--- src/hw/rtl/sem_pkg.sv ---
// ----------------------------------------------------------------------------
// Sobel edge magnitude package
// Shared widths, state encodings, register codes and the front/back queue
// entry type.
// ----------------------------------------------------------------------------
`default_nettype none

package sem_pkg;

    localparam int PIX_W  = 8;
    localparam int COL_W  = 11;
    localparam int ROW_W  = 12;
    localparam int CFG_W  = 12;
    localparam int MAG_W  = 8;
    localparam int ABS_W  = 10;   // |gx|, |gy| never exceed 1020
    localparam int SQ_W   = 20;
    localparam int SUM_W  = 21;
    localparam int ROOT_W = 8;
    localparam int BIT_IDX_W = 3;

    localparam int QUEUE_DEPTH = 2;
    localparam int QAW         = $clog2(QUEUE_DEPTH);

    localparam logic [CFG_W-1:0] WIDTH_RESET  = 12'd640;
    localparam logic [CFG_W-1:0] HEIGHT_RESET = 12'd480;
    localparam logic [CFG_W-1:0] MIN_DIM      = 12'd3;

    // register index carried by paddr[2]
    localparam logic REG_WIDTH  = 1'b0;
    localparam logic REG_HEIGHT = 1'b1;

    typedef logic [2:0][2:0][PIX_W-1:0] window_t;

    typedef struct packed {
        window_t          window;
        logic [ROW_W-1:0] centre_row;
        logic [COL_W-1:0] centre_column;
        logic             frame_done;
    } entry_t;

    typedef struct packed {
        logic full;
        logic not_empty;
    } q_status_t;

    typedef enum logic {
        F_IDLE,
        F_UPDATE
    } front_state_t;

    typedef enum logic [2:0] {
        B_IDLE,
        B_GRAD,
        B_SQUARE,
        B_SUM,
        B_ROOT,
        B_DONE
    } back_state_t;

endpackage

`default_nettype wire

--- src/hw/rtl/sem_back.sv ---
// ----------------------------------------------------------------------------
// Sobel back end
// Pops a window, forms gx and gy, squares and sums them, takes the floor
// square root one bit per cycle, saturating, and holds the result in the output register.
// ----------------------------------------------------------------------------
`default_nettype none

module sem_back (
    input  wire                          aclk,
    input  wire                          aresetn,
    input  wire sem_pkg::q_status_t      q_status,
    input  wire sem_pkg::entry_t         head,
    output logic                         pop,
    output logic                         m_valid,
    input  wire                          m_ready,
    output logic [sem_pkg::MAG_W-1:0]    m_edge_magnitude,
    output logic [sem_pkg::ROW_W-1:0]    m_centre_row,
    output logic [sem_pkg::COL_W-1:0]    m_centre_column,
    output logic                         m_frame_done
);

    sem_pkg::back_state_t state_reg, state_next;

    sem_pkg::entry_t                 ent_reg;
    logic [sem_pkg::ABS_W-1:0]       absx_reg;
    logic [sem_pkg::ABS_W-1:0]       absy_reg;
    logic [sem_pkg::SQ_W-1:0]        sqx_reg;
    logic [sem_pkg::SQ_W-1:0]        sqy_reg;
    logic [sem_pkg::SUM_W-1:0]       sum_reg;
    logic [sem_pkg::ROOT_W-1:0]      root_reg;
    logic [sem_pkg::BIT_IDX_W-1:0]   bit_idx_reg;

    logic                            m_valid_reg;
    logic [sem_pkg::MAG_W-1:0]       mag_out_reg;
    logic [sem_pkg::ROW_W-1:0]       row_out_reg;
    logic [sem_pkg::COL_W-1:0]       col_out_reg;
    logic                            fd_out_reg;

    logic                            load_out;
    logic [9:0]                      pos_x, neg_x, pos_y, neg_y;
    logic signed [10:0]              gx, gy;
    logic [sem_pkg::ROOT_W-1:0]      trial;
    logic [2*sem_pkg::ROOT_W-1:0]    trial_sq;
    logic                            saturate;

    // window is [row][col]; middle taps count twice
    always_comb begin
        pos_x = 10'(ent_reg.window[0][2]) + {1'b0, ent_reg.window[1][2], 1'b0}
              + 10'(ent_reg.window[2][2]);
        neg_x = 10'(ent_reg.window[0][0]) + {1'b0, ent_reg.window[1][0], 1'b0}
              + 10'(ent_reg.window[2][0]);
        pos_y = 10'(ent_reg.window[0][0]) + {1'b0, ent_reg.window[0][1], 1'b0}
              + 10'(ent_reg.window[0][2]);
        neg_y = 10'(ent_reg.window[2][0]) + {1'b0, ent_reg.window[2][1], 1'b0}
              + 10'(ent_reg.window[2][2]);
        gx = $signed({1'b0, pos_x}) - $signed({1'b0, neg_x});
        gy = $signed({1'b0, pos_y}) - $signed({1'b0, neg_y});
    end

    assign trial    = root_reg | (sem_pkg::ROOT_W'(1) << bit_idx_reg);
    assign trial_sq = trial * trial;
    assign saturate = |sum_reg[sem_pkg::SUM_W-1:2*sem_pkg::ROOT_W];

    // next state
    always_comb begin
        state_next = state_reg;
        unique case (state_reg)
            sem_pkg::B_IDLE:   if (q_status.not_empty) state_next = sem_pkg::B_GRAD;
            sem_pkg::B_GRAD:   state_next = sem_pkg::B_SQUARE;
            sem_pkg::B_SQUARE: state_next = sem_pkg::B_SUM;
            sem_pkg::B_SUM:    state_next = sem_pkg::B_ROOT;
            sem_pkg::B_ROOT:   if (bit_idx_reg == '0) state_next = sem_pkg::B_DONE;
            sem_pkg::B_DONE:   if (!m_valid_reg || m_ready) state_next = sem_pkg::B_IDLE;
            default:           state_next = sem_pkg::B_IDLE;
        endcase
    end

    // outputs
    always_comb begin
        pop      = 1'b0;
        load_out = 1'b0;
        unique case (state_reg)
            sem_pkg::B_IDLE: pop      = q_status.not_empty;
            sem_pkg::B_DONE: load_out = !m_valid_reg || m_ready;
            default: begin
                pop      = 1'b0;
                load_out = 1'b0;
            end
        endcase
    end

    always_ff @(posedge aclk) begin
        if (!aresetn) begin
            state_reg   <= sem_pkg::B_IDLE;
            bit_idx_reg <= '0;
            m_valid_reg <= 1'b0;
        end else begin
            state_reg <= state_next;
            if (state_reg == sem_pkg::B_SUM) begin
                bit_idx_reg <= sem_pkg::BIT_IDX_W'(sem_pkg::ROOT_W - 1);
            end else if (state_reg == sem_pkg::B_ROOT) begin
                bit_idx_reg <= bit_idx_reg - 1'b1;
            end
            if (load_out) begin
                m_valid_reg <= 1'b1;
            end else if (m_ready) begin
                m_valid_reg <= 1'b0;
            end
        end
    end

    always_ff @(posedge aclk) begin
        if (pop) begin
            ent_reg <= head;
        end
        if (state_reg == sem_pkg::B_GRAD) begin
            absx_reg <= gx[10] ? sem_pkg::ABS_W'(-gx) : sem_pkg::ABS_W'(gx);
            absy_reg <= gy[10] ? sem_pkg::ABS_W'(-gy) : sem_pkg::ABS_W'(gy);
        end
        if (state_reg == sem_pkg::B_SQUARE) begin
            sqx_reg <= absx_reg * absx_reg;
            sqy_reg <= absy_reg * absy_reg;
        end
        if (state_reg == sem_pkg::B_SUM) begin
            sum_reg  <= {1'b0, sqx_reg} + {1'b0, sqy_reg};
            root_reg <= '0;
        end
        // keep the trial bit when its square still fits
        if (state_reg == sem_pkg::B_ROOT) begin
            if (trial_sq <= sum_reg[2*sem_pkg::ROOT_W-1:0]) begin
                root_reg <= trial;
            end
        end
        if (load_out) begin
            mag_out_reg <= saturate ? '1 : root_reg;
            row_out_reg <= ent_reg.centre_row;
            col_out_reg <= ent_reg.centre_column;
            fd_out_reg  <= ent_reg.frame_done;
        end
    end

    assign m_valid          = m_valid_reg;
    assign m_edge_magnitude = mag_out_reg;
    assign m_centre_row     = row_out_reg;
    assign m_centre_column  = col_out_reg;
    assign m_frame_done     = fd_out_reg;

endmodule

`default_nettype wire

--- config.mk ---
export PLATFORM = sky130hd
export DESIGN_NAME = sem_back
export DESIGN_NICKNAME = d
export VERILOG_FILES = /design/src/hw/rtl/sem_pkg.sv /design/src/hw/rtl/sem_back.sv
export SDC_FILE = /design/constraint.sdc
export NUM_CORES = 1
export LEC_CHECK = 0
export BUFFER_PORTS_ARGS = -buffer_cell sky130_fd_sc_hd__buf_2
export CELL_PAD_IN_SITES_DETAIL_PLACEMENT = 1
export CELL_PAD_IN_SITES_GLOBAL_PLACEMENT = 2
export CORE_ASPECT_RATIO = 1.2
export CORE_UTILIZATION = 25
export CTS_BUF_LIST = sky130_fd_sc_hd__clkbuf_16
export CTS_CLUSTER_DIAMETER = 120
export CTS_CLUSTER_SIZE = 16
export DETAILED_ROUTE_END_ITERATION = 12
export PLACE_DENSITY_LB_ADDON = 0.3
export SLEW_MARGIN = 40
export SYNTH_ARGS = -nofsm -noshare
export SYNTH_HDL_FRONTEND = slang
export SYNTH_SLANG_ARGS = --single-unit
--- constraint.sdc ---
create_clock -name aclk -period 21.4 [get_ports aclk]
set_input_delay 4.28 -clock aclk [delete_from_list [all_inputs] [get_ports aclk]]
set_output_delay 4.28 -clock aclk [all_outputs]
set_load 0.03 [all_outputs]
* Word-level counts from Yosys, hierarchy flattened
Cells that the tools add are included.
** Operators by class
- $add $sub $neg :: 14
- Multipliers :: 3
- Order comparisons :: 1
- Equality and inequality tests :: 8
- Shift operators :: 1
- Multiplexer cells :: 15
- Bitwise gates (word level) :: 1
- Reductions and logical operators :: 8
** Operators with widths (count)
- $add 10x8->10 :: 4
- $add 8x9->10 :: 4
- $mul 10x10->20 :: 2
- $mux 8 :: 3
- $sub 10x10->11 :: 2
- $add 20x20->21 :: 1
- $mux 10 :: 2
- $neg 10->10 :: 2
- $pmux 3 s6 :: 1
- $le 16x16->1 :: 1
- $mul 8x8->16 :: 1
- $mux 3 :: 5
- $or 8x8->8 :: 1
- $shl 1x3->8 const A :: 1
- $eq 3x2->1 const B :: 2
- $eq 3x3->1 const B :: 2
- $logic_not 3->1 :: 2
- $ne 2x2->1 const B :: 3
- $reduce_or 5->1 :: 1
- $mux 1 :: 4
- $reduce_bool 2->1 :: 2
- $eq 3x1->1 const B :: 1
- $reduce_and 3->1 :: 1
- $sub 3x1->3 const B :: 1
- 2 further kinds :: 2
** Storage, ports and cells
- Register bits :: 216
- Input bits :: 101
- Word-level logic and storage cells :: 75

* Depth between registers and ports, before layout
Gate-level depths: netlist of the first run.
- Word-level depth :: 6
- Depth in mapped cells :: 28
- Mapped depth without buffers :: 28

* Worst setup path after synthesis of the first run
OpenSTA, ideal clock, no wires.
- Kind :: input-to-output
- From :: input port q_status[0] in the netlist's numbering
- To :: output port pop
- Arrival time :: 14030 ps
- Required time :: 17120 ps
- Slack :: 3090 ps
- Stages :: 1
- Path buffers :: 0
- Cell sequence :: nor4b_1
** On the way
- Longest elaborated chain between the ends :: 1
** Ends and longest elaborated chain
- from (decl) :: line sem_back.sv:11 : input wire sem_pkg::q_status_t q_status,
- $mux 1 :: line sem_back.sv:82 : unique case (state_reg)
- to (decl) :: line sem_back.sv:13 : output logic pop,
Every way passes these cells.

* Final worst setup path of the first run
Same ends and word-level chain as after synthesis.

==> run summary, run 1 <==
* 2,076 — net count of the finished layout
* 0.761 — Final Wtd Congestion
* 0 — Detail Route Antenna Nets
* 0 — number of violations of the max-capacitance limit
* 11.0% — share of cells above drive strength 1
* input port — startpoint types
* 2 — initial antenna violation count
* no — RSZ-0062 raised after global routing
* 214 — total of flip-flops plus latches after synthesis
* 106 MHz — timing-limited maximum frequency
* 25.3% — starting utilization of the core area
* 0 ps — total negative setup slack
* 4.17 — number of vias per cell
* 1 — maximum level of the CTS H-tree
* 247 — count of routing violations after the opening detailed-route iteration
* 50.3% — Slew HR
* complete, no violations — status
* 0 — # hold bufs at CTS
* edfxtp_1 35%, fa_1 21%, ha_1 14% — top post-synthesis cells by area
* 11.5 um^2 — mean post-synth cell area
* 14.3 um — post-detailed-route wirelength per cell
* clkbuf_16 — Clock Tree Root
* 125 — count of input and output buffers
* 240 um — width of the die
* 3 — Crit path buffers/inverters
* 199 — number of synthesized flops with an enable pin
* edfxtp_1 — leading area contributor after synthesis
* buf_2 — critical path's most frequent cell
* 0 — yosys synthesis warning count
* 30.3 mm — total half-perimeter wirelength after legalization and detailed placement
* 135 — I/O pins
* 11.9k — number of global-route vias before repair
* 57 — number of library cell types mapped by synthesis
* 0.0692 mm^2 — area of the die
* 70 ps — clock transition at the registers of the reported paths
* edfxtp_1 — flip-flop cell with the highest count after synthesis
* 35.1% — area share of the largest cell type after synthesis
* 17,120 ps — Required @ worst endpoint
* 0% — FFs w/ async S/R, synth
* 490 ps — worst skew pair latency
* 0 — residual DRC count
* 0.0170 mm^2 — post-synth design cell area
* 10.3 ps — clock tree skew after final layout
* 745 ps — transition time at the pin with the least slew margin
* 4 — number of detailed-routing iterations run before antenna repair
* primary output — kind of end point of the critical path
* 214 — Clock Sink Count
* buf_2 -> nor4b_2 -> buf_4 -> buf_2 — cell-by-cell trace of the critical path
* 28.7% — Layout Utilization
* 88 — Largest register FFs
* 0 — post-CTS setup buffers
* 36.0 mm — Total Wirelength
* 43.9% — fraction of the cycle the final worst path needs
* 5120 ps — critical path arrival
* 77 — largest net degree at the start of global routing
* yes — clock tree from TritonCTS
* 14 — Worst Path Max Fanout
* 0.0673 mm^2 — floorplan core area
* buffers and inverters — family with the most delay on the worst path
* in -> out — Worst Setup Path Type
* 0 — total count of hold-check failures in the final report
* reg -> reg — type of the tightest min-delay check
* 1,476 — post-synthesis instance total
* 104 — row cnt
* 59.9 mm — global-route wire length before repair
* 10.8% — aggregate global-route resource usage
* 300 ps — largest stage delay on the critical path
* 36.8% — share of synthesized area occupied by flip-flops and latches
* 17 — Inserted Clock Buffers
* 13.3% — Layout Area Growth over Synthesis
* 0 — Slew Viols, Final
* buf_4 — slowest stage cell, crit path
* 0 — # resized after CTS
* 1,947 — Mapped Nets
* 288 um — height of the chip
* 9400 ps — min cycle time layout
* 10.5k — total vias in the final route
* 3 — CTS Buffer Depth
* 0 — remaining global-route overflow
* 0 — final setup violating endpoints
-- cells in the mapped netlist, types with 3 or more instances --
master    count
a21boi_0      3
a31oi_1       6
nor3_1       13
a211oi_1      9
nor2_1       81
o21bai_1      8
dfxtp_1      15
and2_1       57
o22ai_1       3
a221oi_1      3
a21oi_1      66
clkbuf_1     22
edfxtp_1    199
a31o_1        3
a21o_1       26
nand2_1      66
or4_1         4
o21a_1       13
xnor2_1      60
nand3_1       7
nand2b_1     13
inv_1       260
nor3b_1       7
o21ai_1      17
nor2b_1      18
and3_1        7
or2_2        11
o21ai_0      20
fa_1        179
ha_1        191
or3_1        12
o211ai_1      5
nand4_1       5
xor2_1       38
-- placed cells by master (no fill, tap or decap), types with 18 or more instances in the layout --
| master | n |
|---|---|
| nand2_1 | 66 |
| ha_1 | 191 |
| buf_2 | 125 |
| o21ai_0 | 20 |
| clkbuf_16 | 18 |
| inv_1 | 262 |
| a21oi_1 | 62 |
| and2_1 | 57 |
| edfxtp_1 | 199 |
| fa_1 | 179 |
| nor2_1 | 81 |
| a21o_1 | 26 |
| xnor2_1 | 60 |
| xor2_1 | 38 |
-- routing by layer --
layer	vias to the layer above	track usage (%)	share of wire (%)
li1	5163	-	-
met1	5159	12.4	41
met2	117	20.9	54
met3	32	1.40	2.7
met4	2	2.69	2.1
met5	-	0	0.036
-- cell type report --
type / count / area (um^2)
antenna: 2 / 5.00
tap: 901 / 1130
timing repair buffer: 133 / 709
clock inverter: 5 / 21.3
clock buffer: 18 / 450
multi-input combinational: 978 / 9730
inverter: 261 / 980
sequential: 214 / 6280
fill: 7524 / 48000
-- worst paths after layout --
| kind | start | endpoint | slack, ps | cells past startpoint |
|---|---|---|---|---|
| worst max-delay path | q_status[0] | pop | 12000 | 4 |
| worst max register to register | bit_idx_reg[1] | root_reg[4] | 14080 | 26 |
| worst min register to register | ent_reg[9] | m_centre_column[8] | 420 | 0 |
| worst min-delay path | ent_reg[9] | m_centre_column[8] | 420 | 0 |
-- worst register-to-register path, stage by stage, from the launching register on --
cell       delay [ps]
dfxtp_1           380
inv_1              90
ha_1              210
a21oi_1           600
inv_1             310
nand2b_1          250
fa_1              440
xor2_1            170
xnor2_1           220
fa_1              470
fa_1              550
inv_1              40
ha_1              330
o21a_1            120
o31a_1            120
o211ai_1          240
a21oi_1           110
a2111oi_1         690
a21oi_1           180
xor2_1            190
ha_1              300
nand4_1           140
or2_2             340
a21oi_1           120
or3_1             120
o21a_1            380
o21ai_1           110
-- stage by stage --
step	worst slack (ps)	instances	cell area, um^2	hold WS (ps)
after floorplan	3090	1476	17000	400
after global placement	11960	2486	18800	400
after detailed placement	11960	2487	18800	406
after CTS	11960	2510	19300	424
after global routing	11900	2511	19300	427
final	12000	2512	19300	421
-- cells by family after synthesis --
group	share of synthesized area (%)
fa+ha+maj	35.1
compound gates	7.32
xor+xnor	5.04
flops	36.8
simple gates	9.22
buf+inv	6.26
mux	0.264
Power of run 1 is left out: the tool's default activity adds up to more than one toggle a clock period on the data nets, which glitch-free logic cannot reach.
==> inputs of run 2 (changes only) <==
Clock period 21.4 ns to 7.9 ns, I/O delays scaled along.
==> run 2 against run 1 <==
Via count is 0.49% higher. Hold slack better by 1.2 ps. Critical path type is now reg -> reg. Cell count is 0.36% higher. Routed wire length is 1.4% higher.
==> run summary, run 2 (same netlist as run 1, synthesis figures left out) <==
* complete, no violations — status, unchanged
* clkbuf_16 — Clock Tree Root, unchanged
* 1130 ps — final setup margin, was 12,000 ps
* 9 — Worst Path Max Fanout, was 14
* 0 — residual DRC count, unchanged
* 25.5 ps — clock tree skew after final layout, was 10.3 ps
* 52.7% — Slew HR, was 50.3%
* 0 — Slew Viols, Final, unchanged
* 148 MHz — timing-limited maximum frequency
* 2,083 — net count of the finished layout, was 2,076
* 0 — number of violations of the max-capacitance limit, unchanged
* 36.5 mm — Total Wirelength, was 36.0 mm
* 8290 ps — Required @ worst endpoint, was 17,120 ps
* 3 — CTS Buffer Depth, unchanged
* 0.00628 mm^2 — storage element area, unchanged
* 0 — remaining global-route overflow, unchanged
* 135 — I/O pins, unchanged
* 6770 ps — min cycle time layout
* 0.00973 mm^2 — multi-input gate area in the final layout, about the same
* 20.0 mm — wire length on met2, was 19.4 mm
* 10.5k — total vias in the final route, about the same
* 12.1k — number of global-route vias before repair, was 11.9k
* 0.749 — Final Wtd Congestion, was 0.761
* no — RSZ-0062 raised after global routing, unchanged
* reg -> reg — type of the tightest min-delay check, unchanged
* 260 — count of routing violations after the opening detailed-route iteration, was 247
* 1.09 mm — met3 routed WL, was 965 um
* 27 — cell count of the worst reg-to-reg path, was 26
* 0 — final setup violating endpoints, unchanged
* 4 — number of detailed-routing iterations run before antenna repair, unchanged
* 13.7% — Layout Area Growth over Synthesis, was 13.3%
* 61.4 mm — global-route wire length before repair, was 59.9 mm
* 7160 ps — critical path arrival, was 5120 ps
* 0 — Detail Route Antenna Nets, unchanged
* 14.5 um — post-detailed-route wirelength per cell, was 14.3 um
* root_reg[3] — capturing instance or port of the critical path, was pop
* bit_idx_reg[0] — startpoint of the lowest-slack register-to-register path, was bit_idx_reg[1]
* flip-flop — startpoint types, was input port
* 125 — count of input and output buffers, unchanged
* 0 — # resized after CTS, unchanged
* 0.0673 mm^2 — floorplan core area, unchanged
* 104 — row cnt, unchanged
* root_reg[3] — reg2reg end, was root_reg[4]
* 214 — Clock Sink Count, unchanged
* 0 ps — total negative setup slack, unchanged
* 288 um — height of the chip, unchanged
* 30.7 mm — total half-perimeter wirelength after legalization and detailed placement, was 30.3 mm
* met5 — top metal layer carrying routed signals, unchanged
* 240 um — width of the die, unchanged
* 1 — maximum level of the CTS H-tree, unchanged
* 0.0692 mm^2 — area of the die, unchanged
* 0 — # hold bufs at CTS, unchanged
* 422 ps — hold slack, was 421 ps
* reg -> reg — Worst Setup Path Type, was in -> out
* bit_idx_reg[0] — launching element of the worst setup path, was q_status[0]
* 0 — post-CTS setup buffers, unchanged
* 88 — Largest register FFs, unchanged
* yes — clock tree from TritonCTS, unchanged
* 25.3% — starting utilization of the core area, unchanged
* inv_1 — most common cell after layout, fill and taps aside, unchanged
* 263 x inv_1, 199 x edfxtp_1, 191 x ha_1 — commonest non-fill, non-tap cells in the layout, was 262 x inv_1, 199 x edfxtp_1, 191 x ha_1
* 700 ps — transition time at the pin with the least slew margin, was 745 ps
* 85.7% — fraction of the cycle the final worst path needs
* 7,522 — filler cell count in the final layout, was 7,524
* 0 — total count of hold-check failures in the final report, unchanged
* 80 ps — clock transition at the registers of the reported paths, was 70 ps
* 11.1% — aggregate global-route resource usage, was 10.8%
* flip-flop — kind of end point of the critical path, was primary output
* 79 — largest net degree at the start of global routing, was 77
* 11.2% — share of cells above drive strength 1, was 11.0%
* 4.17 — number of vias per cell, about the same
* 18 — Inserted Clock Buffers, was 17
* 510 ps — worst skew pair latency, was 490 ps
* 1130 ps — R2R Setup Slk, was 14,080 ps
* 1030 ps — worst slack, placed, was 11,960 ps
* 14.8 mm — met1 layer wirelength in the final routing, about the same
* 5 — initial antenna violation count, was 2
run 2: cell count changes in the layout (fill, tap and decap cells not counted), moves of 2 or more:
cell	delta
clkinv_2	-2
buf_4	+6
a21oi_1	+4
a21oi_2	-4
run 2: through the flow:
step | util (%) | std cells | cell area [um^2]
after floorplan | - | 1476 | 17100
after CTS | 28.8 | 2520 | 19400
after global placement | 28.0 | 2492 | 18800
final | 28.8 | 2521 | 19400
after detailed placement | 28.0 | 2493 | 18900
after global routing | 28.8 | 2520 | 19400
run 2: critical path, stage by stage (launching register included):
cell	delay, ps
dfxtp_1	370
inv_1	120
ha_1	200
a21oi_1	80
buf_4	180
or2_2	350
fa_1	440
inv_1	80
fa_1	420
ha_1	290
inv_1	50
fa_1	530
inv_1	40
ha_1	330
nor2b_1	160
o31a_1	270
o211ai_1	230
a21oi_1	110
a2111oi_1	610
a21oi_1	170
xor2_1	190
ha_1	300
nand4_1	120
or2_2	330
a21oi_1	110
or3_1	110
o21a_1	350
o21ai_1	100
run 2: metal layers:
layer  GRT usage, %  vias up
li1               -     5165
met1           12.5     5191
met2           21.6      115
met3           1.70       43
met4           2.25       10
met5              0        -
run 2: worst min-delay path by stage:
| stage | startpoint | to | cells past startpoint |
|---|---|---|---|
| finish | ent_reg[8] | m_centre_column[7] | 0 |
| global route | ent_reg[18] | m_centre_row[6] | 0 |
| CTS | ent_reg[9] | m_centre_column[8] | 0 |
| detailed placement | ent_reg[23] | m_centre_row[11] | 0 |
| global placement | ent_reg[23] | m_centre_row[11] | 0 |
| floorplan | ent_reg[1] | m_centre_column[0] | 0 |
run 2: layout make-up:
class | count | share of cell area, %
well taps | 901 | 5.82
clock inverters | 8 | 0.258
clock buffers | 19 | 2.45
multi-input cells | 978 | 50.2
flip-flops and latches | 214 | 32.4
repair buffers | 139 | 3.83
diodes | 1 | 0.0129
inverters | 261 | 5.06
Power of run 2 is left out for the same reason.
