==> src/hw/rtl/sem_pkg.sv <==
// ----------------------------------------------------------------------------
// Sobel edge magnitude package
// Shared widths, state encodings, register codes and the front/back queue
// entry type.
// ----------------------------------------------------------------------------
`default_nettype none

package sem_pkg;

    localparam int PIX_W  = 8;
    localparam int COL_W  = 11;
    localparam int ROW_W  = 12;
    localparam int CFG_W  = 12;
    localparam int MAG_W  = 8;
    localparam int ABS_W  = 10;   // |gx|, |gy| never exceed 1020
    localparam int SQ_W   = 20;
    localparam int SUM_W  = 21;
    localparam int ROOT_W = 8;
    localparam int BIT_IDX_W = 3;

    localparam int QUEUE_DEPTH = 2;
    localparam int QAW         = $clog2(QUEUE_DEPTH);

    localparam logic [CFG_W-1:0] WIDTH_RESET  = 12'd640;
    localparam logic [CFG_W-1:0] HEIGHT_RESET = 12'd480;
    localparam logic [CFG_W-1:0] MIN_DIM      = 12'd3;

    // register index carried by paddr[2]
    localparam logic REG_WIDTH  = 1'b0;
    localparam logic REG_HEIGHT = 1'b1;

    typedef logic [2:0][2:0][PIX_W-1:0] window_t;

    typedef struct packed {
        window_t          window;
        logic [ROW_W-1:0] centre_row;
        logic [COL_W-1:0] centre_column;
        logic             frame_done;
    } entry_t;

    typedef struct packed {
        logic full;
        logic not_empty;
    } q_status_t;

    typedef enum logic {
        F_IDLE,
        F_UPDATE
    } front_state_t;

    typedef enum logic [2:0] {
        B_IDLE,
        B_GRAD,
        B_SQUARE,
        B_SUM,
        B_ROOT,
        B_DONE
    } back_state_t;

endpackage

`default_nettype wire

==> src/hw/rtl/sem_queue.sv <==
// ----------------------------------------------------------------------------
// Sobel window queue
// Short FIFO of complete windows between the front end and the back end.
// ----------------------------------------------------------------------------
`default_nettype none

module sem_queue (
    input  wire                     aclk,
    input  wire                     aresetn,
    input  wire                     push,
    input  wire sem_pkg::entry_t    push_entry,
    input  wire                     pop,
    output sem_pkg::q_status_t      status,
    output sem_pkg::entry_t         head
);

    sem_pkg::entry_t          slot_reg [sem_pkg::QUEUE_DEPTH];
    logic [sem_pkg::QAW-1:0]  wr_ptr_reg;
    logic [sem_pkg::QAW-1:0]  rd_ptr_reg;
    logic [sem_pkg::QAW:0]    count_reg;
    logic                     do_push;
    logic                     do_pop;

    assign status.full      = (count_reg == (sem_pkg::QAW+1)'(sem_pkg::QUEUE_DEPTH));
    assign status.not_empty = (count_reg != '0);
    assign head             = slot_reg[rd_ptr_reg];

    assign do_push = push && !status.full;
    assign do_pop  = pop && status.not_empty;

    always_ff @(posedge aclk) begin
        if (!aresetn) begin
            wr_ptr_reg <= '0;
            rd_ptr_reg <= '0;
            count_reg  <= '0;
        end else begin
            if (do_push) begin
                wr_ptr_reg <= wr_ptr_reg + 1'b1;
            end
            if (do_pop) begin
                rd_ptr_reg <= rd_ptr_reg + 1'b1;
            end
            case ({do_push, do_pop})
                2'b10:   count_reg <= count_reg + 1'b1;
                2'b01:   count_reg <= count_reg - 1'b1;
                default: count_reg <= count_reg;
            endcase
        end
    end

    always_ff @(posedge aclk) begin
        if (do_push) begin
            slot_reg[wr_ptr_reg] <= push_entry;
        end
    end

endmodule

`default_nettype wire

==> config.mk <==
export PLATFORM = sky130hd
export DESIGN_NAME = sem_queue
export DESIGN_NICKNAME = d
export VERILOG_FILES = /design/src/hw/rtl/sem_pkg.sv /design/src/hw/rtl/sem_queue.sv
export SDC_FILE = /design/constraint.sdc
export NUM_CORES = 1
export LEC_CHECK = 0
export BUFFER_PORTS_ARGS = -buffer_cell sky130_fd_sc_hd__buf_2
export CORE_MARGIN = 2
export CORE_UTILIZATION = 52
export CTS_BUF_LIST = sky130_fd_sc_hd__clkbuf_16
export CTS_CLUSTER_DIAMETER = 150
export DETAILED_ROUTE_END_ITERATION = 10
export GPL_TIMING_DRIVEN = 0
export PLACE_DENSITY_LB_ADDON = 0.3
export RECOVER_POWER = 50
export SYNTH_ARGS = -nofsm -noshare
export SYNTH_HDL_FRONTEND = slang
export SYNTH_SLANG_ARGS = --single-unit
==> constraint.sdc <==
create_clock -name aclk -period 4.35 [get_ports aclk]
set_input_delay 0.435 -clock aclk [delete_from_list [all_inputs] [get_ports aclk]]
set_output_delay 0.435 -clock aclk [all_outputs]
set_load 0.01 [all_outputs]
# Yosys cells after proc, flatten, opt, wreduce, memory -nomap -nowiden
# Memories as Yosys holds them, arrays and structs flattened. A register that Yosys moved wholly into a read port is not among the register bits.
# Cells that the tools add are included.
# Widths: inputs -> output; s select.
# totals
register_bits	4
out_inout_bits	98
mem_count	1
in_bits	100
wordCells	21
mem_bits_rw	192
# op_classes
n_eq_ne	3
addsub	4
mux	5
n_reduce_logical	5
# mem_list
name	depth	word_bits	rd	rd_clocked_by_memory_dff	wr	line	rtl
slot_reg	2	96	1	1	1	sem_queue.sv:17	sem_pkg::entry_t slot_reg [sem_pkg::QUEUE_DEPTH];
# op_table
op	n
$eq 2x2->1 const B	2
$mux 1	4
$pmux 2 s2	1
$reduce_bool 2->1	2
$add 1x1->1 const B	2
$add 2x1->2 const B	1
$eq 2x1->1 const B	1
$logic_and 1x1->1	2
$sub 2x1->2 const B	1
$logic_not 1->1	1

# Longest topological paths before layout
# Gate-level depths: netlist of run 1.
# logic_depth
word_depth	5
depth_mapped	6
mapped_depth_nobuf	6

# Worst setup path after synthesis of run 1
# OpenSTA, ideal clock, no wires.
# synth_timing
kind	reg-to-reg
from	register count_reg[0] (netlist bit)
to	memory slot_reg[1][0] (netlist bit), enable pin
required_time_ns	3.884
path_stages_with_launch	3
arrival_ns	2.816
setup_ns	0.466
path_slack_ns	1.068
synth_period_minus_slack_ns	3.282
path_buffers	0
cell_sequence	dfxtp_1 -> nand2b_2 -> and3_1
# synth_via
elab_chain_cells	5
# synth_lines
item	line	rtl
from (decl)	sem_queue.sv:20	logic [sem_pkg::QAW:0] count_reg;
from (signal assigned)	sem_queue.sv:44	2'b10: count_reg <= count_reg + 1'b1;
from (signal assigned)	sem_queue.sv:45	2'b01: count_reg <= count_reg - 1'b1;
from (signal assigned)	sem_queue.sv:46	default: count_reg <= count_reg;
$eq 2x2->1	sem_queue.sv:24	assign status.full = (count_reg == (sem_pkg::QAW+1)'(sem_pkg::QUEUE_DEPTH));
$logic_not 1->1	sem_queue.sv:28	assign do_push = push && !status.full;
$logic_and 1x1->1	sem_queue.sv:28	
$mux 1	sem_queue.sv:52	if (do_push) begin
$mux 1 (not written as such)	sem_queue.sv:53	slot_reg[wr_ptr_reg] <= push_entry;
to (decl)	sem_queue.sv:17	
# Every way passes these cells.

# Final worst setup path of run 1
# layout_timing
from	register count_reg[0] (netlist bit)
to	memory slot_reg[0][6] (netlist bit), enable pin
# Same word-level chain as after synthesis.

==> flow_summary.json, run 1 <==
{
  "hold_buffers": 0,
  "reg2reg_slack_ns": 2.10,
  "ant_nets": 0,
  "htree_levels": 4,
  "synth.area.mux_share": 0.151,
  "syn_area_um2": 7170,
  "drive_above_1_share": 0.539,
  "power_mw": 5.20,
  "cts_tree": "yes",
  "syn_avg_cell_area_um2": 22.1,
  "worstMarginPinSlew_ns": 0.766,
  "yosys.area_share.simple": 0.00785,
  "ys_seq_elements": 197,
  "place.gp.congestion": 0.684,
  "nNetsFinal": 644,
  "drt-initial-drc-count": 243,
  "wirelength_um": 12400,
  "drc_errors": 0,
  "die_h_um": 121,
  "total_leakage_power_nw": 3.25,
  "place_area_um2": 8440,
  "grt_usage": 0.171,
  "slowest_stage": "inv_4",
  "fmax_ghz": 0.444,
  "cts_buffer_depth": 2,
  "slowest_delay_ns": 0.55,
  "hold_end": "slot_reg[1][85]",
  "yosysWarnings": 0,
  "grt_pass1_wl_um": 18600,
  "cp.arrival_ns": 2.36,
  "cp-start-kind": "flop",
  "largest_reg_flops": 192,
  "num_antenna_cells": 0,
  "cts_root_buf": "clkbuf_16",
  "post_cts_buffers": 0,
  "via_per_inst": 5.03,
  "antenna_found_initial": 0,
  "synth_cell_types": 20,
  "synth_compound_area_frac": 0.00454,
  "ys_seq_area_frac": 0.818,
  "hpwl_um": 8330,
  "synth_fa_ha_area_frac": 0.00175,
  "syn_to_final_growth_pct": 24.2,
  "drv_cap": 0,
  "slew_viol_final": 0,
  "dr.pass1.iters": 4,
  "place_ws_ns": 2.10,
  "routedWlPerCell_um": 17.0,
  "gr-total-overflow": 0,
  "clk_pin_slew_worst_paths_ns": 0.06,
  "hold_class": "input pin to flop",
  "path_cells": "nand2b_2 -> inv_2 -> or3_1 -> inv_4 -> buf_16",
  "core_um2": 13300,
  "final_area_um2": 8900,
  "std_cell_rows": 42,
  "finalCritPeriodShare": 0.518,
  "pwr_density_cell_nw_per_um2": 584,
  "r2r_cells": 5,
  "crit_fanout": 53,
  "hold_start": "push_entry[85]",
  "r2r_end": "slot_reg[0][6]",
  "syn_nets": 426,
  "start_util": 0.537,
  "crit_type": "flop to flop",
  "r2r-start": "count_reg[0]",
  "layout_setup_ws_ns": 2.10,
  "synth_top_family_by_area": "multiplexers",
  "critPathRequiredTime_ns": 4.45,
  "maxSlewHeadroom": 0.489,
  "ir_worst_vdd_mv": 0.341,
  "cts_resized": 0,
  "grt_max_degree": 54,
  "final-hold-violation-count": 0,
  "fin_crit_ns": 2.25,
  "ios": 198,
  "synth_xor_xnor_area_share": 0.00367,
  "syn_inst": 325,
  "whs_path_depth": 1,
  "dieArea_um2": 14700,
  "die_w_um": 121,
  "fillCellCount": 934,
  "fin_skew_ns": 0.00492,
  "insertion_delay_ns": 0.42,
  "cts.sinks": 197,
  "grt_pass1_vias": 3881,
  "setup-violations-final": 0,
  "portBuffers": 197,
  "end_kind": "flop",
  "numCtsBuffers": 17,
  "rsz0062_at_grt": "false",
  "num_vias": 3679,
  "status": "finished, final reports clean"
}
==> layer usage <==
| metal | GRT usage | wire [um] | vias to the layer above |
|---|---|---|---|
| met2 | 0.284 | 6150 | 147 |
| met4 | 0.0733 | 206 | 0 |
| met1 | 0.199 | 4900 | 1790 |
| met5 | 0 | 0 | - |
| met3 | 0.0630 | 1140 | 19 |
| li1 | - | - | 1723 |
==> worst max-delay path: cells and delay by family (launching register included) <==
| kind | cells | cell delay [ns] |
|---|---|---|
| AND/OR/NAND/NOR | 2 | 0.57 |
| buffers and inverters | 3 | 0.90 |
| flip-flops | 1 | 0.42 |
==> cells in the mapped netlist, drive strengths merged <==
| master | number | area [um2] |
|---|---|---|
| and3 | 1 | 6.26 |
| mux2 | 96 | 1080 |
| and2 | 1 | 6.26 |
| or3 | 2 | 12.5 |
| o21a | 1 | 7.51 |
| o21ai | 2 | 10.0 |
| nor2b | 2 | 12.5 |
| a21boi | 2 | 15.0 |
| nand2 | 1 | 3.75 |
| edfxtp | 192 | 5770 |
| nand2b | 1 | 8.76 |
| ha | 1 | 12.5 |
| xnor2 | 3 | 26.3 |
| inv | 3 | 11.3 |
| or2 | 1 | 6.26 |
| buf | 11 | 82.6 |
| dfxtp | 5 | 100 |
==> power breakdown <==
group / leakage, nW / internal [mW] / total (mW) / switching [mW]
combinational: 1.16 / 0.660 / 1.38 / 0.722
clock: 0.245 / 0.721 / 1.36 / 0.638
sequential: 1.84 / 2.39 / 2.46 / 0.0624
total: 3.25 / 3.77 / 5.20 / 1.42
==> worst max-delay path by stage <==
stage	slack, ns	startpoint	endpoint	depth (start not counted)
final	2.10	count_reg[0]	slot_reg[0][6]	5
after global routing	1.97	count_reg[0]	slot_reg[0][15]	5
after CTS	2.08	flop	head[49]	5
after detailed placement	2.10	push	slot_reg[0][57]	5
after global placement	-0.08	count_reg[0]	slot_reg[1][65]	2
after floorplan	1.07	count_reg[0]	slot_reg[1][0]	2
==> cell type report <==
type / count / area, um2 / share of cell area
Clock buffer: 17 / 425 / 0.0478
Inverter: 3 / 13.8 / 0.00155
Sequential cell: 197 / 5870 / 0.659
Multi-Input combinational cell: 114 / 1210 / 0.136
Buffer: 11 / 82.6 / 0.00927
Clock inverter: 14 / 90.1 / 0.0101
Tap cell: 176 / 220 / 0.0247
Timing Repair Buffer: 199 / 992 / 0.111
==> stage by stage <==
| stage | util | instances | setup TNS [ns] | hold WS [ns] |
|---|---|---|---|---|
| floorplan | - | 325 | 0 | 0.457 |
| global placement | 0.627 | 698 | -7.46 | 0.466 |
| detailed placement | 0.632 | 700 | 0 | 0.496 |
| CTS | 0.671 | 731 | 0 | 0.177 |
| global route | 0.667 | 731 | 0 | 0.176 |
| finish | 0.667 | 731 | 0 | 0.199 |
==> cell usage in the layout (no fill, tap or decap), types with 2 or more instances in the layout <==
| cell type | synthesis | layout |
|---|---|---|
| a21boi_0 | 0 | 2 |
| buf_1 | 0 | 2 |
| buf_16 | 0 | 2 |
| buf_2 | 6 | 164 |
| buf_6 | 4 | 4 |
| clkbuf_1 | 0 | 37 |
| clkbuf_16 | 0 | 17 |
| clkinv_1 | 0 | 3 |
| clkinv_2 | 0 | 2 |
| clkinv_4 | 0 | 2 |
| clkinvlp_4 | 0 | 4 |
| dfxtp_1 | 5 | 5 |
| edfxtp_1 | 192 | 192 |
| inv_1 | 2 | 2 |
| inv_6 | 0 | 2 |
| mux2_2 | 96 | 96 |
| nor2b_1 | 2 | 2 |
| o21ai_0 | 2 | 2 |
| or3_1 | 2 | 2 |
| xnor2_1 | 3 | 3 |
==> cell families (layout without fill, tap and decap cells) <==
kind of cell,after synthesis,in the layout
fa+ha+maj,1,1
buf+inv,14,244
flops,197,197
compound gates,5,5
simple gates,9,9
mux,96,96
xor+xnor,3,3
Note: power is estimated with default switching activity, not from simulation.
==> run 2: changes to the inputs <==
clock period = 2.2 ns   (was 4.35 ns; I/O delays follow)
==> flow_summary.json, run 2 (same netlist as run 1, synthesis figures left out) <==
{
  "slowest_stage": "dfxtp_1",
  "start_util": 0.537,
  "grt_pass1_vias": 4479,
  "comb_power_share": 0.276,
  "cp.arrival_ns": 2.15,
  "path_buf_inv": 4,
  "final-hold-violation-count": 0,
  "path_delay_family": "buffers and inverters",
  "htree_levels": 4,
  "slew_viol_final": 0,
  "portBuffers": 197,
  "crit_type": "flop to flop",
  "finalCritPeriodShare": 0.926,
  "cts_buffer_depth": 2,
  "p_sw_frac": 0.276,
  "grt_usage": 0.200,
  "insertion_delay_ns": 0.42,
  "status": "finished, final reports clean",
  "final_common_cell": "edfxtp_1",
  "cts_root_buf": "clkbuf_16",
  "place.gp.congestion": 0.717,
  "setup-violations-final": 0,
  "fin_cells": 831,
  "crit_fanout": 36,
  "nNetsFinal": 743,
  "fin_crit_ns": 2.04,
  "slowest_delay_ns": 0.42,
  "internal-power_mw": 7.70,
  "dr.pass1.iters": 4,
  "drv_cap": 0,
  "layout_setup_ws_ns": 0.162,
  "drt-initial-drc-count": 218,
  "dieArea_um2": 14700,
  "numCtsBuffers": 17,
  "largest_reg_flops": 192,
  "cts.sinks": 197,
  "cpMostUsedCell": "buf_12",
  "grt_max_degree": 53,
  "p_seq_frac": 0.457,
  "syn_to_final_growth_pct": 37.8,
  "hold_class": "input pin to flop",
  "maxSlewHeadroom": 0.490,
  "wl_met3_um": 1090,
  "die_w_um": 121,
  "fin_skew_ns": 0.00620,
  "end_kind": "flop",
  "dpl.cell_count": 701,
  "drc_errors": 0,
  "ir_worst_vdd_mv": 0.788,
  "gr-total-overflow": 0,
  "routedWlPerCell_um": 17.6,
  "cts_tree": "yes",
  "ios": 198,
  "fmax_ghz": 0.491,
  "die_h_um": 121,
  "pwr_density_cell_nw_per_um2": 1080,
  "place_ws_ns": -0.156,
  "wirelength_um": 14600,
  "drive_above_1_share": 0.405,
  "total_leakage_power_nw": 3.56,
  "core_um2": 13300,
  "topRoutingLayerUsed": "met4",
  "cts_resized": 0,
  "routedLengthMet1_um": 5500,
  "clk_pin_slew_worst_paths_ns": 0.07,
  "worstMarginPinSlew_ns": 0.761,
  "wl_met2_um": 7870,
  "hpwl_um": 8740,
  "cp-start-kind": "flop",
  "most-common-layout-cells": "edfxtp_1, buf_2, mux2_2, dlygate4sd3_1, clkbuf_1",
  "ant_nets": 0,
  "grt_pass1_wl_um": 22000,
  "fillCellCount": 842,
  "num_antenna_cells": 0,
  "p_sw_mw": 2.93,
  "clkPwrFrac": 0.266,
  "antenna_found_initial": 0,
  "num_vias": 4101,
  "critPathRequiredTime_ns": 2.31,
  "std_cell_rows": 42,
  "via_per_inst": 4.94,
  "path_cells": "nand2b_1 -> inv_4 -> or3_4 -> clkinvlp_4 -> buf_12 -> buf_12",
  "rsz0062_at_grt": "false"
}
## run 2: repair_timing
| action | in CTS | in global routing |
|---|---|---|
| hold buffers | 95 | 1 |
| setup endpoints to repair | 32 | 32 |
| endpoints found under the hold margin | 190 | 2 |
| buffers inserted | 0 | 1 |
| gates cloned | 1 | 0 |
## run 2: stage by stage
step	utilization	setup TNS [ns]	hold WS (ns)	power, mW	area (um2)
after floorplan	-	-23.23	0.319	6.68	7190
after global placement	0.629	-147.38	0.407	7.66	8390
after detailed placement	0.634	-4.90	0.411	7.77	8460
after CTS	0.746	0	0.00425	10.7	9960
after global routing	0.740	0	0.0858	11.1	9880
final	0.740	0	0.0905	10.6	9880
## run 2: final cells by class
type	instances	area, um2	share of cell area
buffer	11	82.6	0.00836
clock buffer	17	425	0.0431
clock inverter	15	118	0.0119
inverter	3	17.5	0.00177
multi-input combinational	114	1220	0.123
sequential	197	5870	0.594
tap	176	220	0.0223
timing repair buffer	297	1930	0.195
timing repair inverter	1	5.00	0.000507
## run 2: power groups by stage
stage	logic, mW	registers, mW	clock network (mW)
2_1_floorplan	1.76	4.92	0
3_3_place_gp	2.70	4.95	0
3_5_place_dp	2.82	4.95	0
4_1_cts	3.00	4.87	2.87
5_1_grt	3.16	4.90	3.03
6_report	2.94	4.86	2.83
## run 2: layer usage
metal	up-vias	GRT usage
met4	0	0.0603
met3	15	0.0728
met1	2018	0.220
met2	146	0.361
met5	-	0
li1	1922	-
## run 2: path summary, 6_finish.rpt
check,from,slack (ns),cells after the start,to
worst min-delay path,aresetn,0.09,2,rd_ptr_reg
worst max register to register,count_reg[0],0.16,6,slot_reg[0][72]
worst max-delay path,count_reg[0],0.16,6,slot_reg[0][72]
worst min register to register,wr_ptr_reg,0.55,2,wr_ptr_reg
## run 2: worst register-to-register path: cells and delay by family, from the launching register on
family / cells / cell delay (ns)
buffers and inverters: 4 / 0.67
DFF: 1 / 0.42
and+or+nand+nor: 2 / 0.62
==> run 3: changes to the inputs <==
CORE_ASPECT_RATIO = 0.7   (was unset)
RECOVER_POWER = 25   (was 50)
==> flow_summary.json, run 3 (same netlist as run 1, synthesis figures left out) <==
{
  "status": "finished, final reports clean",
  "area.sequential_um2": 5870,
  "cp-start-kind": "flop",
  "hpwl_um": 8800,
  "hold_class": "input pin to flop",
  "hold_buffers": 96,
  "crit_type": "flop to flop",
  "maxSlewHeadroom": 0.551,
  "finalCoreUtilization": 0.748,
  "syn_to_final_growth_pct": 39.0,
  "largest_reg_flops": 192,
  "nNetsFinal": 742,
  "grt_pass1_vias": 4221,
  "crit_fanout": 28,
  "fin_crit_ns": 2.09,
  "core_um2": 13300,
  "die_w_um": 144,
  "p_sw_frac": 0.281,
  "via_per_inst": 4.86,
  "cts_tree": "yes",
  "routedWlPerCell_um": 17.0,
  "dieArea_um2": 14800,
  "place_ws_ns": 0.115,
  "worstMarginPinSlew_ns": 0.674,
  "cts_resized": 0,
  "cts.sinks": 197,
  "drc_errors": 0,
  "fmax_ghz": 0.478,
  "dr.pass1.iters": 4,
  "wirelength_um": 14300,
  "slew_viol_final": 0,
  "layout_setup_ws_ns": 0.110,
  "setup-violations-final": 0,
  "ir_worst_vdd_mv": 0.681,
  "gr-total-overflow": 0,
  "dpl.cell_count": 711,
  "std_cell_rows": 35,
  "fin_skew_ns": 0.0114,
  "slowest_delay_ns": 0.38,
  "die_h_um": 102,
  "pwr_density_cell_nw_per_um2": 1070,
  "comb_power_share": 0.278,
  "numCtsBuffers": 17,
  "grt_max_degree": 52,
  "clk_pin_slew_worst_paths_ns": 0.07,
  "insertion_delay_ns": 0.41,
  "multi_input_area_um2": 1220,
  "p_seq_frac": 0.455,
  "rsz0062_at_grt": "false",
  "cts_buffer_depth": 2,
  "drv_cap": 0,
  "ios": 198,
  "final-hold-violation-count": 0,
  "portBuffers": 197,
  "drive_above_1_share": 0.460,
  "most-common-layout-cells": "edfxtp_1, buf_2, mux2_2, dlygate4sd3_1, clkbuf_1",
  "finalSetupTns_ns": 0,
  "end_kind": "flop",
  "total_leakage_power_nw": 3.69,
  "slowest_stage": "dfxtp_2",
  "grt_pass1_wl_um": 21200,
  "p_sw_mw": 3.01,
  "drt-initial-drc-count": 173,
  "fillCellCount": 834,
  "critPathRequiredTime_ns": 2.31,
  "final_common_cell": "edfxtp_1",
  "num_vias": 4079,
  "ant_nets": 0,
  "cts_root_buf": "clkbuf_16",
  "clkPwrFrac": 0.268,
  "fin_cells": 839,
  "post_cts_buffers": 0,
  "cp.arrival_ns": 2.20,
  "path_cells": "nand2b_4 -> inv_4 -> or3_4 -> clkinvlp_4 -> buf_12 -> buf_16",
  "place.gp.congestion": 0.743,
  "power_mw": 10.7,
  "grt_usage": 0.194,
  "num_antenna_cells": 0,
  "internal-power_mw": 7.68,
  "finalCritPeriodShare": 0.950,
  "htree_levels": 4,
  "antenna_found_initial": 0,
  "start_util": 0.538
}
run 3: layout make-up:
cell class / instances / share of cell area
Sequential cell: 197 / 0.589
Buffer: 11 / 0.00829
Timing Repair Buffer: 297 / 0.200
Tap cell: 185 / 0.0232
Clock inverter: 15 / 0.0127
Clock buffer: 17 / 0.0427
Multi-Input combinational cell: 114 / 0.123
Inverter: 3 / 0.00176
run 3: path summary, 6_finish.rpt:
| check | from | to | slack, ns | cells after the start |
|---|---|---|---|---|
| max | count_reg[0] | slot_reg[0][84] | 0.11 | 6 |
| max reg2reg | count_reg[0] | slot_reg[0][84] | 0.11 | 6 |
| min reg2reg | wr_ptr_reg | wr_ptr_reg | 0.51 | 2 |
| min | aresetn | count_reg[0] | 0.07 | 2 |
run 3: worst max-delay path: cells and delay by family, from the launching register on:
family	cells	cell delay [ns]
DFF	1	0.38
buffers and inverters	4	0.88
and+or+nand+nor	2	0.50
run 3: power by group through the flow:
stage | registers (mW) | clock network, mW | logic (mW)
global placement | 4.95 | 0 | 2.70
finish | 4.86 | 2.86 | 2.97
CTS | 4.86 | 2.92 | 3.00
global route | 4.90 | 3.07 | 3.21
detailed placement | 4.94 | 0 | 2.85
floorplan | 4.92 | 0 | 1.76
run 3: through the flow:
step | instance area, um2 | hold slack, ns
global placement | 8400 | 0.407
detailed placement | 8500 | 0.411
global route | 9960 | 0.0672
floorplan | 7190 | 0.319
CTS | 10000 | 0.0578
finish | 9960 | 0.0709
run 3: layer usage:
metal	global-route usage	vias to the layer above	wire length, um
met4	0.0523	0	93
li1	-	1932	-
met5	0	-	0
met1	0.226	2001	5750
met3	0.0703	9	1060
met2	0.346	137	7380
